[src/hdl/rdv_pkg.sv]
package rdv_pkg;

   // Result status codes
   localparam logic [1:0] STATUS_OK    = 2'd0;
   localparam logic [1:0] STATUS_RANGE = 2'd1;
   localparam logic [1:0] STATUS_MDAY  = 2'd2;

   // Stage 1 to stage 2 payload
   typedef struct packed {
      logic [1:0] status;
      logic [6:0] seconds_bcd;
      logic [6:0] minutes_bcd;
      logic [5:0] hours_bcd;
      logic [5:0] mday_bcd;
      logic [4:0] month_bcd;
      logic [7:0] year_bcd;
      logic [5:0] mday_part;   // day + month offset + leap day, weekday terms
      logic [7:0] year_part;   // year terms plus epoch offset
   } stage_type;

   // Packed BCD of a value below 100; tens digit by reciprocal multiply
   function automatic logic [7:0] to_bcd(input logic [6:0] value);
      logic [14:0] prod;
      logic [3:0]  tens;
      logic [6:0]  ones;
      prod = 15'(value) * 15'd205;
      tens = prod[14:11];
      ones = value - 7'(7'(tens) * 7'd10);
      return {tens, ones[3:0]};
   endfunction

   // Days in a month, non-leap February
   function automatic logic [4:0] month_days(input logic [3:0] month);
      logic [4:0] days;
      unique case (month)
         4'd2:                      days = 5'd28;
         4'd4, 4'd6, 4'd9, 4'd11:   days = 5'd30;
         default:                   days = 5'd31;
      endcase
      return days;
   endfunction

   // Days before the first of the month, modulo 7
   function automatic logic [2:0] month_offset(input logic [3:0] month);
      logic [2:0] offset;
      unique case (month)
         4'd2, 4'd3, 4'd11: offset = 3'd3;
         4'd4, 4'd7:        offset = 3'd6;
         4'd5:              offset = 3'd1;
         4'd6:              offset = 3'd4;
         4'd8:              offset = 3'd2;
         4'd9, 4'd12:       offset = 3'd5;
         default:           offset = 3'd0;
      endcase
      return offset;
   endfunction

   // Modulo 7 of a byte: fold by 64 and by 8 (both 1 mod 7), then trim
   function automatic logic [2:0] mod7(input logic [7:0] value);
      logic [6:0] fold1;
      logic [3:0] fold2;
      logic [3:0] rem;
      fold1 = 7'(value[5:0]) + 7'(value[7:6]);
      fold2 = 4'(fold1[2:0]) + 4'(fold1[6:3]);
      if (fold2 >= 4'd14) begin
         rem = fold2 - 4'd14;
      end else if (fold2 >= 4'd7) begin
         rem = fold2 - 4'd7;
      end else begin
         rem = fold2;
      end
      return rem[2:0];
   endfunction

endpackage

[src/hdl/rdv_decode.sv]
module rdv_decode (
   input  logic                clock,
   input  logic                reset,
   input  logic                in_valid,
   input  logic [7:0]          seconds,
   input  logic [7:0]          minutes,
   input  logic [7:0]          hours,
   input  logic [7:0]          day_of_month,
   input  logic [7:0]          month,
   input  logic [7:0]          year,
   output logic                out_valid,
   output rdv_pkg::stage_type  out_data
);
   import rdv_pkg::*;

   logic       valid_ff;
   stage_type  data_ff;
   stage_type  data_in;
   logic       range_bad;
   logic       leap_year;
   logic [4:0] mday_limit;
   logic       leap_adj;
   logic [7:0] year_quarter;

   // Range checks and month length check
   always_comb begin
      range_bad = (seconds > 8'd59) || (minutes > 8'd59) || (hours > 8'd23) ||
                  (day_of_month == 8'd0) || (day_of_month > 8'd31) ||
                  (month == 8'd0) || (month > 8'd12) || (year > 8'd99);
      leap_year = (year[1:0] == 2'b00);
      mday_limit = ((month[3:0] == 4'd2) && leap_year) ? 5'd29 : month_days(month[3:0]);
      leap_adj = (month[3:0] > 4'd2) && leap_year;
      year_quarter = 8'((9'(year[6:0]) + 9'd3) >> 2);
   end

   // Stage 1 payload: status, BCD fields, weekday partial sums
   always_comb begin
      data_in = '0;
      if (range_bad) begin
         data_in.status = STATUS_RANGE;
      end else if (day_of_month[4:0] > mday_limit) begin
         data_in.status = STATUS_MDAY;
      end else begin
         data_in.status = STATUS_OK;
      end
      data_in.seconds_bcd = 7'(to_bcd(seconds[6:0]));
      data_in.minutes_bcd = 7'(to_bcd(minutes[6:0]));
      data_in.hours_bcd   = 6'(to_bcd(hours[6:0]));
      data_in.mday_bcd    = 6'(to_bcd(day_of_month[6:0]));
      data_in.month_bcd   = 5'(to_bcd(month[6:0]));
      data_in.year_bcd    = to_bcd(year[6:0]);
      data_in.mday_part   = 6'(day_of_month[4:0]) + 6'(month_offset(month[3:0])) +
                            6'(leap_adj);
      // 365 is 1 mod 7; epoch Saturday folds into +5
      data_in.year_part   = {1'b0, year[6:0]} + year_quarter + 8'd5;
   end

   always_ff @(posedge clock) begin
      if (reset) begin
         valid_ff <= 1'b0;
      end else begin
         valid_ff <= in_valid;
      end
   end

   always_ff @(posedge clock) begin
      data_ff <= data_in;
   end

   assign out_valid = valid_ff;
   assign out_data  = data_ff;

endmodule

[src/hdl/rdv_wday.sv]
module rdv_wday (
   input  logic                clock,
   input  logic                reset,
   input  logic                in_valid,
   input  rdv_pkg::stage_type  in_data,
   output logic                out_valid,
   output logic [1:0]          status,
   output logic [6:0]          seconds_bcd,
   output logic [6:0]          minutes_bcd,
   output logic [5:0]          hours_bcd,
   output logic [2:0]          weekday,
   output logic [5:0]          mday_bcd,
   output logic [4:0]          month_bcd,
   output logic [7:0]          year_bcd
);
   import rdv_pkg::*;

   // Stage 2: day count sum
   logic       valid2_ff;
   stage_type  data2_ff;
   logic [7:0] sum_ff;
   logic [7:0] sum_in;

   // Stage 3: weekday and error masking
   logic       valid3_ff;
   logic [1:0] status_ff;
   logic [6:0] seconds_ff;
   logic [6:0] minutes_ff;
   logic [5:0] hours_ff;
   logic [2:0] weekday_ff;
   logic [5:0] mday_ff;
   logic [4:0] month_ff;
   logic [7:0] year_ff;
   logic       ok;

   assign sum_in = 8'(in_data.mday_part) + in_data.year_part;
   assign ok     = (data2_ff.status == STATUS_OK);

   always_ff @(posedge clock) begin
      if (reset) begin
         valid2_ff <= 1'b0;
         valid3_ff <= 1'b0;
      end else begin
         valid2_ff <= in_valid;
         valid3_ff <= valid2_ff;
      end
   end

   always_ff @(posedge clock) begin
      data2_ff   <= in_data;
      sum_ff     <= sum_in;
      status_ff  <= data2_ff.status;
      seconds_ff <= ok ? data2_ff.seconds_bcd : '0;
      minutes_ff <= ok ? data2_ff.minutes_bcd : '0;
      hours_ff   <= ok ? data2_ff.hours_bcd : '0;
      weekday_ff <= ok ? mod7(sum_ff) : '0;
      mday_ff    <= ok ? data2_ff.mday_bcd : '0;
      month_ff   <= ok ? data2_ff.month_bcd : '0;
      year_ff    <= ok ? data2_ff.year_bcd : '0;
   end

   assign out_valid   = valid3_ff;
   assign status      = status_ff;
   assign seconds_bcd = seconds_ff;
   assign minutes_bcd = minutes_ff;
   assign hours_bcd   = hours_ff;
   assign weekday     = weekday_ff;
   assign mday_bcd    = mday_ff;
   assign month_bcd   = month_ff;
   assign year_bcd    = year_ff;

endmodule

[src/hdl/rtc_date_validate_bcd_encode.sv]
// Date check and BCD register encoder for years 2000 to 2099. Pulse start
// with a date and time on the req_ ports; busy never rises, so a new date
// can be given on every clock. Each accepted date produces exactly one
// result, shown for one cycle with rsp_strobe high; the receiver must
// take it then. The result passes three pipeline registers (decode and
// range check, day-count sum, weekday modulo and masking).
// rsp_status is 0 for a good date, 1 when a field is out of range, 2 when
// the day is past the end of its month; on any error all BCD fields and
// the weekday read 0. Weekday is 0 for Sunday through 6 for Saturday.
module rtc_date_validate_bcd_encode (
   input  logic       clock,
   input  logic       reset,
   input  logic       start,
   output logic       busy,
   input  logic [7:0] req_seconds,
   input  logic [7:0] req_minutes,
   input  logic [7:0] req_hours,
   input  logic [7:0] req_day_of_month,
   input  logic [7:0] req_month,
   input  logic [7:0] req_year,
   output logic       rsp_strobe,
   output logic [1:0] rsp_status,
   output logic [6:0] rsp_seconds_bcd,
   output logic [6:0] rsp_minutes_bcd,
   output logic [5:0] rsp_hours_bcd,
   output logic [2:0] rsp_weekday,
   output logic [5:0] rsp_mday_bcd,
   output logic [4:0] rsp_month_bcd,
   output logic [7:0] rsp_year_bcd
);
   import rdv_pkg::*;

   logic      accept;
   logic      s1_valid;
   stage_type s1_data;

   // Fully pipelined: never busy
   assign busy   = 1'b0;
   assign accept = start && !busy;

   rdv_decode u_decode (
      .clock        (clock),
      .reset        (reset),
      .in_valid     (accept),
      .seconds      (req_seconds),
      .minutes      (req_minutes),
      .hours        (req_hours),
      .day_of_month (req_day_of_month),
      .month        (req_month),
      .year         (req_year),
      .out_valid    (s1_valid),
      .out_data     (s1_data)
   );

   rdv_wday u_wday (
      .clock       (clock),
      .reset       (reset),
      .in_valid    (s1_valid),
      .in_data     (s1_data),
      .out_valid   (rsp_strobe),
      .status      (rsp_status),
      .seconds_bcd (rsp_seconds_bcd),
      .minutes_bcd (rsp_minutes_bcd),
      .hours_bcd   (rsp_hours_bcd),
      .weekday     (rsp_weekday),
      .mday_bcd    (rsp_mday_bcd),
      .month_bcd   (rsp_month_bcd),
      .year_bcd    (rsp_year_bcd)
   );

   // Every transfer in gives one result
   a_latency: assert property (@(posedge clock) disable iff (reset)
      accept |-> ##3 rsp_strobe)
      else $error("missing result for accepted request");

   // No result without an earlier request
   a_no_spurious: assert property (@(posedge clock) disable iff (reset)
      rsp_strobe |-> $past(accept, 3))
      else $error("result without request");

   // Errors give zeroed fields
   a_error_zero: assert property (@(posedge clock) disable iff (reset)
      (rsp_strobe && (rsp_status != STATUS_OK)) |->
         (rsp_seconds_bcd == '0) && (rsp_minutes_bcd == '0) && (rsp_hours_bcd == '0) &&
         (rsp_weekday == '0) && (rsp_mday_bcd == '0) && (rsp_month_bcd == '0) &&
         (rsp_year_bcd == '0))
      else $error("nonzero fields on error status");

   // Weekday stays in range
   a_weekday: assert property (@(posedge clock) disable iff (reset)
      rsp_strobe |-> (rsp_weekday <= 3'd6))
      else $error("weekday out of range");

endmodule
[config.mk]
export PLATFORM = sky130hd
export DESIGN_NAME = rtc_date_validate_bcd_encode
export DESIGN_NICKNAME = d
export VERILOG_FILES = /design/src/hdl/rdv_pkg.sv /design/src/hdl/rdv_decode.sv /design/src/hdl/rdv_wday.sv /design/src/hdl/rtc_date_validate_bcd_encode.sv
export SDC_FILE = /design/constraint.sdc
export NUM_CORES = 1
export LEC_CHECK = 0
export ABC_AREA = 1
export BUFFER_PORTS_ARGS = -buffer_cell sky130_fd_sc_hd__buf_2
export CAP_MARGIN = 20
export CORE_MARGIN = 2
export CORE_UTILIZATION = 36
export CTS_BUF_LIST = sky130_fd_sc_hd__clkbuf_8
export DETAILED_ROUTE_END_ITERATION = 8
export SETUP_SLACK_MARGIN = 0.05
export SLEW_MARGIN = 15
export SYNTH_ARGS = -nofsm -noshare
export SYNTH_HDL_FRONTEND = slang
export SYNTH_SLANG_ARGS = --single-unit
[constraint.sdc]
create_clock -name clock -period 6.8 [get_ports clock]
set_input_delay 0.34 -clock clock [delete_from_list [all_inputs] [get_ports clock]]
set_output_delay 0.34 -clock clock [all_outputs]
set_load 0.05 [all_outputs]
**Yosys cells after proc, flatten, opt, wreduce, memory -nomap -nowiden**

Memory sizes are Yosys's and may differ from the RTL's.
Index checks and enable logic that the tools add are counted.

- Output and inout bits: 46
- Bits in latches: 0
- Input bits: 51
- Bits in writable memories: 0
- Memories: 1
- Bits in registers: 151
- Bits in read-only memories: 48
- Logic and storage cells: 91

- Reductions and logical operators: 14
- Eq/ne operators: 5
- Order comparisons: 10
- $add $sub $neg: 16
- Mux-type cells: 5
- Shift operators: 0
- Div/mod/pow operators: 0
- Bitwise operators: 0
- Multiply operators: 12

Memories:

| name | words | bits a word | read ports | clocked after memory_dff | wr ports | RTL line | source |
|---|---|---|---|---|---|---|---|
| (no name shown) | 16 | 3 | 1 | 0 | 0 | rdv_pkg.sv:46 | `unique case (month)` |

Operators by type and width:

| kind | count |
|---|---|
| multiplier 7 x 8 -> 15 bit (second input constant) | 6 |
| multiplier 4 x 3 -> 3 bit (second input constant) | 6 |
| subtractor 4 bit | 6 |
| greater-than comparator 8 x 5 -> 1 bit (second input constant) | 2 |
| greater-than comparator 8 x 6 -> 1 bit (second input constant) | 2 |
| zero test 8 bit | 2 |
| adder 6 x 8 -> 8 bit | 1 |
| adder 7 x 2 -> 8 bit (second input constant) | 1 |
| adder 7 x 6 -> 8 bit | 1 |
| adder 8 x 3 -> 8 bit (second input constant) | 1 |
| == test 4 x 3 -> 1 bit (second input constant) | 2 |
| == test 4 bit (second input constant) | 2 |
| greater-than comparator 8 x 4 -> 1 bit (second input constant) | 1 |
| greater-than comparator 8 x 7 -> 1 bit (second input constant) | 1 |
| adder 6 x 2 -> 7 bit | 1 |
| logical OR 1 bit | 7 |
| adder 5 x 3 -> 6 bit | 1 |
| adder 6 x 1 -> 6 bit | 1 |
| two-way mux 3 bit | 2 |
| subtractor 3 bit (second input constant) | 2 |
| greater-than comparator 5 bit | 1 |
| adder 3 x 4 -> 4 bit | 1 |
| == test 4 x 2 -> 1 bit (second input constant) | 1 |
| greater-or-equal comparator 4 x 3 -> 1 bit (second input constant) | 1 |
| 7 further kinds | 10 |

**Depth between registers and ports, before layout**

Gate-level depths: netlist of the first run.

- Depth after elaboration: 8
- Depth in mapped cells: 27
- Mapped depth without buffers: 27

**Modules after synthesis**

From an unflattened synthesis of the first run, not the netlist that was laid out.

- Cells, all modules: 1217
- Area total of the unflattened synthesis: 10796.6 sq um

By module, submodules not included:

| module | cells each | times used | seq. area each (sq um) | area each (sq um) |
|---|---|---|---|---|
| rdv_decode | 928 | 1 | 1121.1 | 7878.8 |
| rdv_wday | 287 | 1 | 1901.8 | 2906.5 |
| rtc_date_validate_bcd_encode | 2 | 1 | 0.0 | 11.3 |

**Worst setup path before layout of the first run**

OpenSTA, ideal clock, no wires.

- Path kind: input port to flip-flop
- From: input req_day_of_month[2]
- To: register u_decode.data_ff, in the netlist u_decode.out_data[30]
- Slack: 2.814 ns
- Cell stages on the path: 19
- Path buffers: 0
- Library setup time: 0.109 ns
- Data required time: 6.691 ns
- Data arrival time: 3.877 ns
- Cells stage by stage: inv_1 > ha_1 > ha_1 > or2_2 > fa_1 > ha_1 > ha_1 > inv_1 > nor3_2 > or3b_1 > nand3_1 > xor2_1 > fa_1 > xor2_1 > xor2_1 > inv_1 > nand3_1 > nand2_1 > inv_1

RTL lines:

| what | RTL line | source |
|---|---|---|
| from (decl) | rtc_date_validate_bcd_encode.sv:18 | `input logic [7:0] req_day_of_month,` |
| to (signal assigned) | rdv_decode.sv:67 | `data_ff <= data_in;` |
| to (decl) | rdv_decode.sv:17 | `stage_type data_ff;` |

==> results of run 1 <==
[report_power, final]
group | switching, W | internal [W] | total (W)
sequential | 0.0000713 | 0.00114 | 0.00121
clock | 0.000349 | 0.000294 | 0.000644
combinational | 0.00109 | 0.000741 | 0.00183
total | 0.00151 | 0.00217 | 0.00368
[cells by family after synthesis]
logic type	count (synthesis)	synth area share
other cells	1	0.000341
xor+xnor	41	0.0327
flops	151	0.275
simple gates	387	0.150
buf+inv	298	0.102
fa+ha+maj	309	0.393
compound gates	88	0.0464
[worst max-delay path, delay by kind of cell]
family                     cells  cell delay [ns]
AOI/OAI and AO/OA              1             0.10
adders and majority gates      7             2.20
and+or+nand+nor                7             0.89
buffers and inverters          5             0.48
xor gates and xnor gates       2             0.34
[worst paths after layout]
check                                           start                    end  slack, ns  depth (start not counted)
worst min-delay path                     req_hours[0]  u_decode.out_data[33]       0.05                          1
worst max register to register       u_wday.sum_ff[0]      u_wday.weekday[0]       3.91                         13
worst max-delay path              req_day_of_month[3]  u_decode.out_data[30]       2.79                         22
worst min register to register  u_decode.out_data[35]    u_wday.data2_ff[35]       0.33                          0
[routing by layer]
layer,GRT usage,routed length [µm],vias to the layer above
met3,0.0174,453,18
met4,0.0484,310,0
met1,0.179,10200,3632
met5,0,0,-
met2,0.245,10100,79
li1,-,-,4241
[cell usage in the layout, fill, tap and decap left out, drive strengths merged, types with 2 or more instances in the layout]
cell type,n
a21boi,2
a21o,7
a21oi,34
a31oi,4
and2,2
buf,97
clkbuf,18
clkinv,5
clkinvlp,4
dfxtp,151
fa,60
ha,249
inv,296
nand2,191
nand3,60
nand3b,6
nand4,21
nor2,94
nor3,2
nor4,4
o2111ai,3
o21ai,26
o21bai,3
o22ai,3
or2,5
xnor2,13
xor2,28
[registers in the layout (all words and copies together), names as in the netlist, 2 cells and up]
name and cells:
u_wday.seconds_bcd 7, u_wday.status 2, u_wday.sum_ff 8, u_wday.weekday 3, u_decode.out_data 55, u_wday.year_bcd 8, u_wday.data2_ff 41, u_wday.minutes_bcd 7
u_wday.hours_bcd 6, u_wday.mday_bcd 6, u_wday.month_bcd 5
[area by class of cell]
class / instances / area [µm²]
Fill cell: 3026 / 17600
Inverter: 293 / 1100
Multi-Input combinational cell: 826 / 6840
Tap cell: 390 / 488
Clock inverter: 13 / 109
Timing Repair Buffer: 97 / 490
Sequential cell: 151 / 3020
Clock buffer: 18 / 248
[stage by stage]
| step | cell area (µm²) | setup slack (ns) | hold slack (ns) | power (W) |
|---|---|---|---|---|
| after floorplan | 11000 | 2.81 | 0.310 | 0.00266 |
| after global placement | 11900 | 2.40 | 0.310 | 0.00302 |
| after detailed placement | 11900 | 2.31 | 0.312 | 0.00307 |
| after CTS | 12300 | 2.80 | 0.0110 | 0.00375 |
| after global routing | 12300 | 2.43 | 0.0257 | 0.00412 |
| final | 12300 | 2.79 | 0.0545 | 0.00368 |
[Yosys cell counts, types with 2 or more instances]
library cell,count
a21boi_0,2
a21o_1,7
a21oi_1,34
a31oi_1,4
and2_1,2
clkbuf_1,4
dfxtp_1,151
fa_1,60
ha_1,249
inv_1,292
nand2_1,190
nand3_1,60
nand3b_1,6
nand4_1,21
nor2_1,94
nor4_1,4
o2111ai_1,3
o21ai_0,24
o21ai_1,2
o21bai_1,3
o22ai_1,3
or2_2,5
xnor2_1,13
xor2_1,28
==> impl_metrics.env, run 1 <==
export IMPL_totalWireLength_mm=21.1
export IMPL_max_clock_freq_mhz=249
export IMPL_grt_setup_unrepaired="false"
export IMPL_finalSetupViolations=0
export IMPL_placement_rows=63
export IMPL_clock_sinks=151
export IMPL_routed_wire_length_per_instance_um=11.8
export IMPL_timing_clock_skew_ns=0.0114
export IMPL_synthArstFlopShare=0
export IMPL_finalHoldViolations=0
export IMPL_die_height_um=179
export IMPL_start_util=0.368
export IMPL_cts_root_buf="clkbuf_8"
export IMPL_worst_ep_arrival_time_ns=4.36
export IMPL_power_static_leakage_nw=7.02
export IMPL_firstDrtPassIters=6
export IMPL_cp_data_required_time_ns=7.15
export IMPL_crit_share_post_route=0.590
export IMPL_grt_first_pass_wirelength_mm=36.0
export IMPL_tritoncts="done"
export IMPL_synth_largest_area_cell="ha_1"
export IMPL_max_buffers_root_to_sink=2
export IMPL_diodes=0
export IMPL_ys_seq_area_frac=0.275
export IMPL_placedCellCount=1757
export IMPL_cts_buffers_inserted=17
export IMPL_worst_path_largest_cell_delay_ns=0.47
export IMPL_vdd_ir_drop_max_mv=0.224
export IMPL_path_clk_slew_ns=0.08
export IMPL_dieArea_um2=31900
export IMPL_cts_hold_buffers=0
export IMPL_final_core_utilization=0.412
export IMPL_design_core_area_um2=29900
export IMPL_synth_ff_latch_count=151
export IMPL_worstSkewPairLatency_ns=0.45
export IMPL_total_negative_setup_slacks_ns=0
export IMPL_synthCells=1275
export IMPL_worst_setup_path_end_kind="flip-flop"
export IMPL_worst_setup_path_type="in2reg"
export IMPL_vias=7970
export IMPL_buffer_ports_inserted=95
export IMPL_grt_use_total=0.141
export IMPL_drc=0
export IMPL_mappedNetlistArea_um2=11000
export IMPL_drv_slew=0
export IMPL_htreeDepth=4
export IMPL_layout_drive_gt1_share=0.0966
export IMPL_ioPinCount=97
export IMPL_post_synthesis_to_final_layout_area_growth_pct=12.0
export IMPL_detail_route_iter0_violations=173
export IMPL_synth_distinct_cells=38
export IMPL_finalNonFillerCells=1788
export IMPL_fin_nets=1746
export IMPL_post_synth_cell_area_avg_um2=8.61
export IMPL_post_drt_via_cell_ratio=4.46
export IMPL_vias_in_the_first_global_route=7858
export IMPL_crit_chain="buf_2 > inv_1 > ha_1 > ha_1 > or2_2 > fa_1 > ha_1 > ha_1 > inv_1 > o21ai_0 > nor2_1 > nand2_1 > nand2_1 > nand2_1 > ha_1 > fa_1 > xor2_1 > xor2_1 > inv_1 > nand3_1 > nand2_1 > inv_1"
export IMPL_die_w_um=179
export IMPL_power_density_cell_area_nw_per_um2=300
export IMPL_grt_antenna_before_repair=0
export IMPL_post_cts_setup_buffer_count=0
export IMPL_run_status="completed"
export IMPL_synth_top_cell_area_share=0.284
export IMPL_synth_area_leaders="ha_1 (28%), dfxtp_1 (28%), fa_1 (11%)"
export IMPL_path_max_fanout=7
export IMPL_finalCriticalPeriod_ns=4.01
export IMPL_worstHoldPathType="in2reg"
export IMPL_mappedNetlistNets=1635
export IMPL_ys_flop_type="dfxtp_1"
export IMPL_yosysWarningCount=0
export IMPL_startpoint_type="primary input"
export IMPL_globalplace_congestion=0.866
export IMPL_detail_route_antenna_nets=0
export IMPL_edff_count_synth=0
export IMPL_max_cap_violations=0
export IMPL_cpMaxStageDelayCell="fa_1"
export IMPL_detailedPlacementHpwl_mm=17.7
export IMPL_largest_net_degree_at_the_start_of_global_routing=29
export IMPL_grt_overflow=0
export IMPL_crit_path_frequent_cell="ha_1"
export IMPL_post_cts_resize_count=0
No activity file was read; power rests on OpenSTA's default activity.
==> run 2, diff against run 1 <==
- clock period: 6.8 -> 3.7 ns (I/O delays scaled with it)
==> run 2 against run 1 <==
Against the previous run:
- global-route usage is 0.60 points higher
- first-iteration DRC count is 51% higher
- sequential cell count stayed put
- combinational power is 130% higher
- register-to-register slack worse by 3.1 ns
- clock skew is 0.0013 ns lower
- sequential power is 83% higher
- worst setup slack worse by 2.6 ns
- final area is 14% higher
- wire length is 8.6% higher
==> impl_metrics.env, run 2 (synthesis results as in run 1) <==
export IMPL_hold_path_end="u_decode.out_data[53]"
export IMPL_post_detailed_placement_cell_area_um2=13100
export IMPL_run_status="completed"
export IMPL_largest_net_degree_at_the_start_of_global_routing=42
export IMPL_worst_hold_slack_ns=0.0965
export IMPL_slew_hr=0.639
export IMPL_max_cap_violations=0
export IMPL_worst_ep_arrival_time_ns=3.88
export IMPL_clock_sinks=151
export IMPL_hp_start="req_year[7]"
export IMPL_tritoncts="done"
export IMPL_max_buffers_root_to_sink=2
export IMPL_timing_clock_skew_ns=0.0101
export IMPL_routed_wire_length_per_instance_um=11.8
export IMPL_worstHoldPathType="in2reg"
export IMPL_final_core_utilization=0.470
export IMPL_finalHoldViolations=0
export IMPL_post_synthesis_to_final_layout_area_growth_pct=28.0
export IMPL_r2r_start="u_wday.sum_ff[0]"
export IMPL_ff_to_ff_setup_slack_ns=0.77
export IMPL_htreeDepth=4
export IMPL_detailedPlacementHpwl_mm=19.1
export IMPL_detail_route_antenna_nets=0
export IMPL_crit_share_post_route=0.943
export IMPL_die_w_um=179
export IMPL_globalplace_congestion=0.864
export IMPL_vias=8610
export IMPL_flip_flop_count_of_the_largest_register_after_layout=55
export IMPL_cts_root_buf="clkbuf_8"
export IMPL_cts_buffers_inserted=17
export IMPL_grt_setup_unrepaired="true"
export IMPL_crit_path_frequent_cell="inv_2"
export IMPL_worstSkewPairLatency_ns=0.47
export IMPL_buffer_ports_inserted=95
export IMPL_worst_pin_slew_ns=0.541
export IMPL_max_clock_freq_mhz=287
export IMPL_vias_in_the_first_global_route=8402
export IMPL_ioPinCount=97
export IMPL_die_height_um=179
export IMPL_grt_overflow=0
export IMPL_cell_type_group_with_the_largest_total_delay_on_the_critical_path="adder cells"
export IMPL_path_clk_slew_ns=0.10
export IMPL_design_core_area_um2=29900
export IMPL_placement_rows=63
export IMPL_design_area_um2=14100
export IMPL_finalWorstSetupSlack_ns=0.211
export IMPL_cp_data_required_time_ns=4.09
export IMPL_grt_use_total=0.147
export IMPL_totalWireLength_mm=22.9
export IMPL_post_drt_via_cell_ratio=4.46
export IMPL_startpoint_type="primary input"
export IMPL_detail_route_iter0_violations=261
export IMPL_post_layout_total_power_w=0.00765
export IMPL_cp_startpoint="req_day_of_month[5]"
export IMPL_fin_nets=1889
export IMPL_path_max_fanout=4
export IMPL_vdd_ir_drop_max_mv=0.333
export IMPL_drc=0
export IMPL_layout_cells_most_common="inv_1"
export IMPL_dieArea_um2=31900
export IMPL_crit_chain="buf_6 > clkinvlp_4 > ha_4 > fa_1 > ha_1 > inv_2 > fa_1 > inv_2 > ha_4 > nand4_1 > or3b_1 > nand3_2 > xor2_2 > fa_2 > xor2_1 > xor2_1 > inv_1 > nand3_2 > nand2_2 > inv_2"
export IMPL_finalCriticalPeriod_ns=3.49
export IMPL_start_util=0.368
export IMPL_finalSetupViolations=0
export IMPL_critical_path_reg2reg_endpoint="u_wday.weekday[0]"
export IMPL_firstDrtPassIters=4
export IMPL_power_static_leakage_nw=7.73
export IMPL_number_of_cells_on_the_worst_hold_path=5
export IMPL_worst_setup_path_end_kind="flip-flop"
export IMPL_rr_worst_depth=13
export IMPL_critical_path_buf_inv_count=6
export IMPL_worst_path_largest_cell_delay_ns=0.52
export IMPL_worst_setup_path_type="in2reg"
export IMPL_layout_drive_gt1_share=0.239
export IMPL_grt_antenna_before_repair=0
export IMPL_diodes=0
export IMPL_drv_slew=0
export IMPL_grt_first_pass_wirelength_mm=37.4
export IMPL_detailedPlace_worstSlack_ns=-0.421
export IMPL_cpMaxStageDelayCell="fa_1"
export IMPL_power_density_cell_area_nw_per_um2=544
export IMPL_layout_cells_most_common_list="inv_1 (279), ha_1 (212), nand2_1 (174), dfxtp_1 (151), buf_4 (139)"
==> run 2: cell count changes in the layout (fill, tap and decap cells not counted), moves of 8 or more <==
| cell | previous run | this run |
|---|---|---|
| fa_1 | 60 | 51 |
| dlygate4sd3_1 | 0 | 8 |
| fa_2 | 0 | 9 |
| ha_1 | 249 | 212 |
| inv_1 | 293 | 279 |
| nand2_1 | 190 | 174 |
| nand2_2 | 1 | 16 |
| inv_2 | 1 | 12 |
| ha_4 | 0 | 32 |
| buf_4 | 2 | 139 |
==> run 2: repair_timing <==
item                                    4_1_cts  5_1_grt
gates resized for setup                       0       78
buffers inserted                              0       12
hold buffers                                  8        0
endpoints found under the setup margin        0        4
endpoints found under the hold margin         9        0
==> run 2: worst max-delay path by stage <==
stage / to / slack, ns / cells after the start
floorplan: u_decode.out_data[30] / 0.01 / 22
global placement: u_decode.out_data[30] / -0.36 / 21
detailed placement: u_decode.out_data[30] / -0.42 / 21
CTS: u_decode.out_data[30] / 0.11 / 21
global route: u_decode.out_data[17] / 0.005 / 26
finish: u_decode.out_data[30] / 0.21 / 20
==> run 2: per-layer routing <==
layer,share of wire,routed length [µm],vias up,global-route usage
met4,0.025,583,0,0.0613
met2,0.47,10700,103,0.242
li1,-,-,4526,-
met3,0.026,606,32,0.0229
met1,0.48,11000,3949,0.191
met5,0,0,-,0
==> run 2: stage by stage <==
step | instances | setup TNS [ns]
6_report | 1932 | 0
5_1_grt | 1932 | 0
4_1_cts | 1920 | 0
3_5_place_dp | 1880 | -1.97
3_3_place_gp | 1880 | -1.54
2_1_floorplan | 1275 | 0
==> run 2: layout make-up <==
cell class | instances | area [µm²]
clock buffer | 18 | 248
clock inverter | 14 | 138
fill | 2844 | 15800
inverter | 293 | 1110
multi-input combinational | 826 | 7450
sequential | 151 | 3020
tap | 390 | 488
timing repair buffer | 240 | 1600
==> run 2: power breakdown <==
group          internal (W)  total [W]  switching [W]
logic               0.00192    0.00419        0.00227
registers           0.00209    0.00222       0.000125
clock network      0.000563    0.00123       0.000672
total               0.00458    0.00765        0.00306
==> run 2: worst register-to-register path, delay by kind of cell (launching register included) <==
kind,cells,cell delay (ns)
adders and majority gates,4,1.41
and+or+nand+nor,4,0.56
AOI/OAI and AO/OA,3,0.44
DFF,1,0.31
buffers and inverters,2,0.12
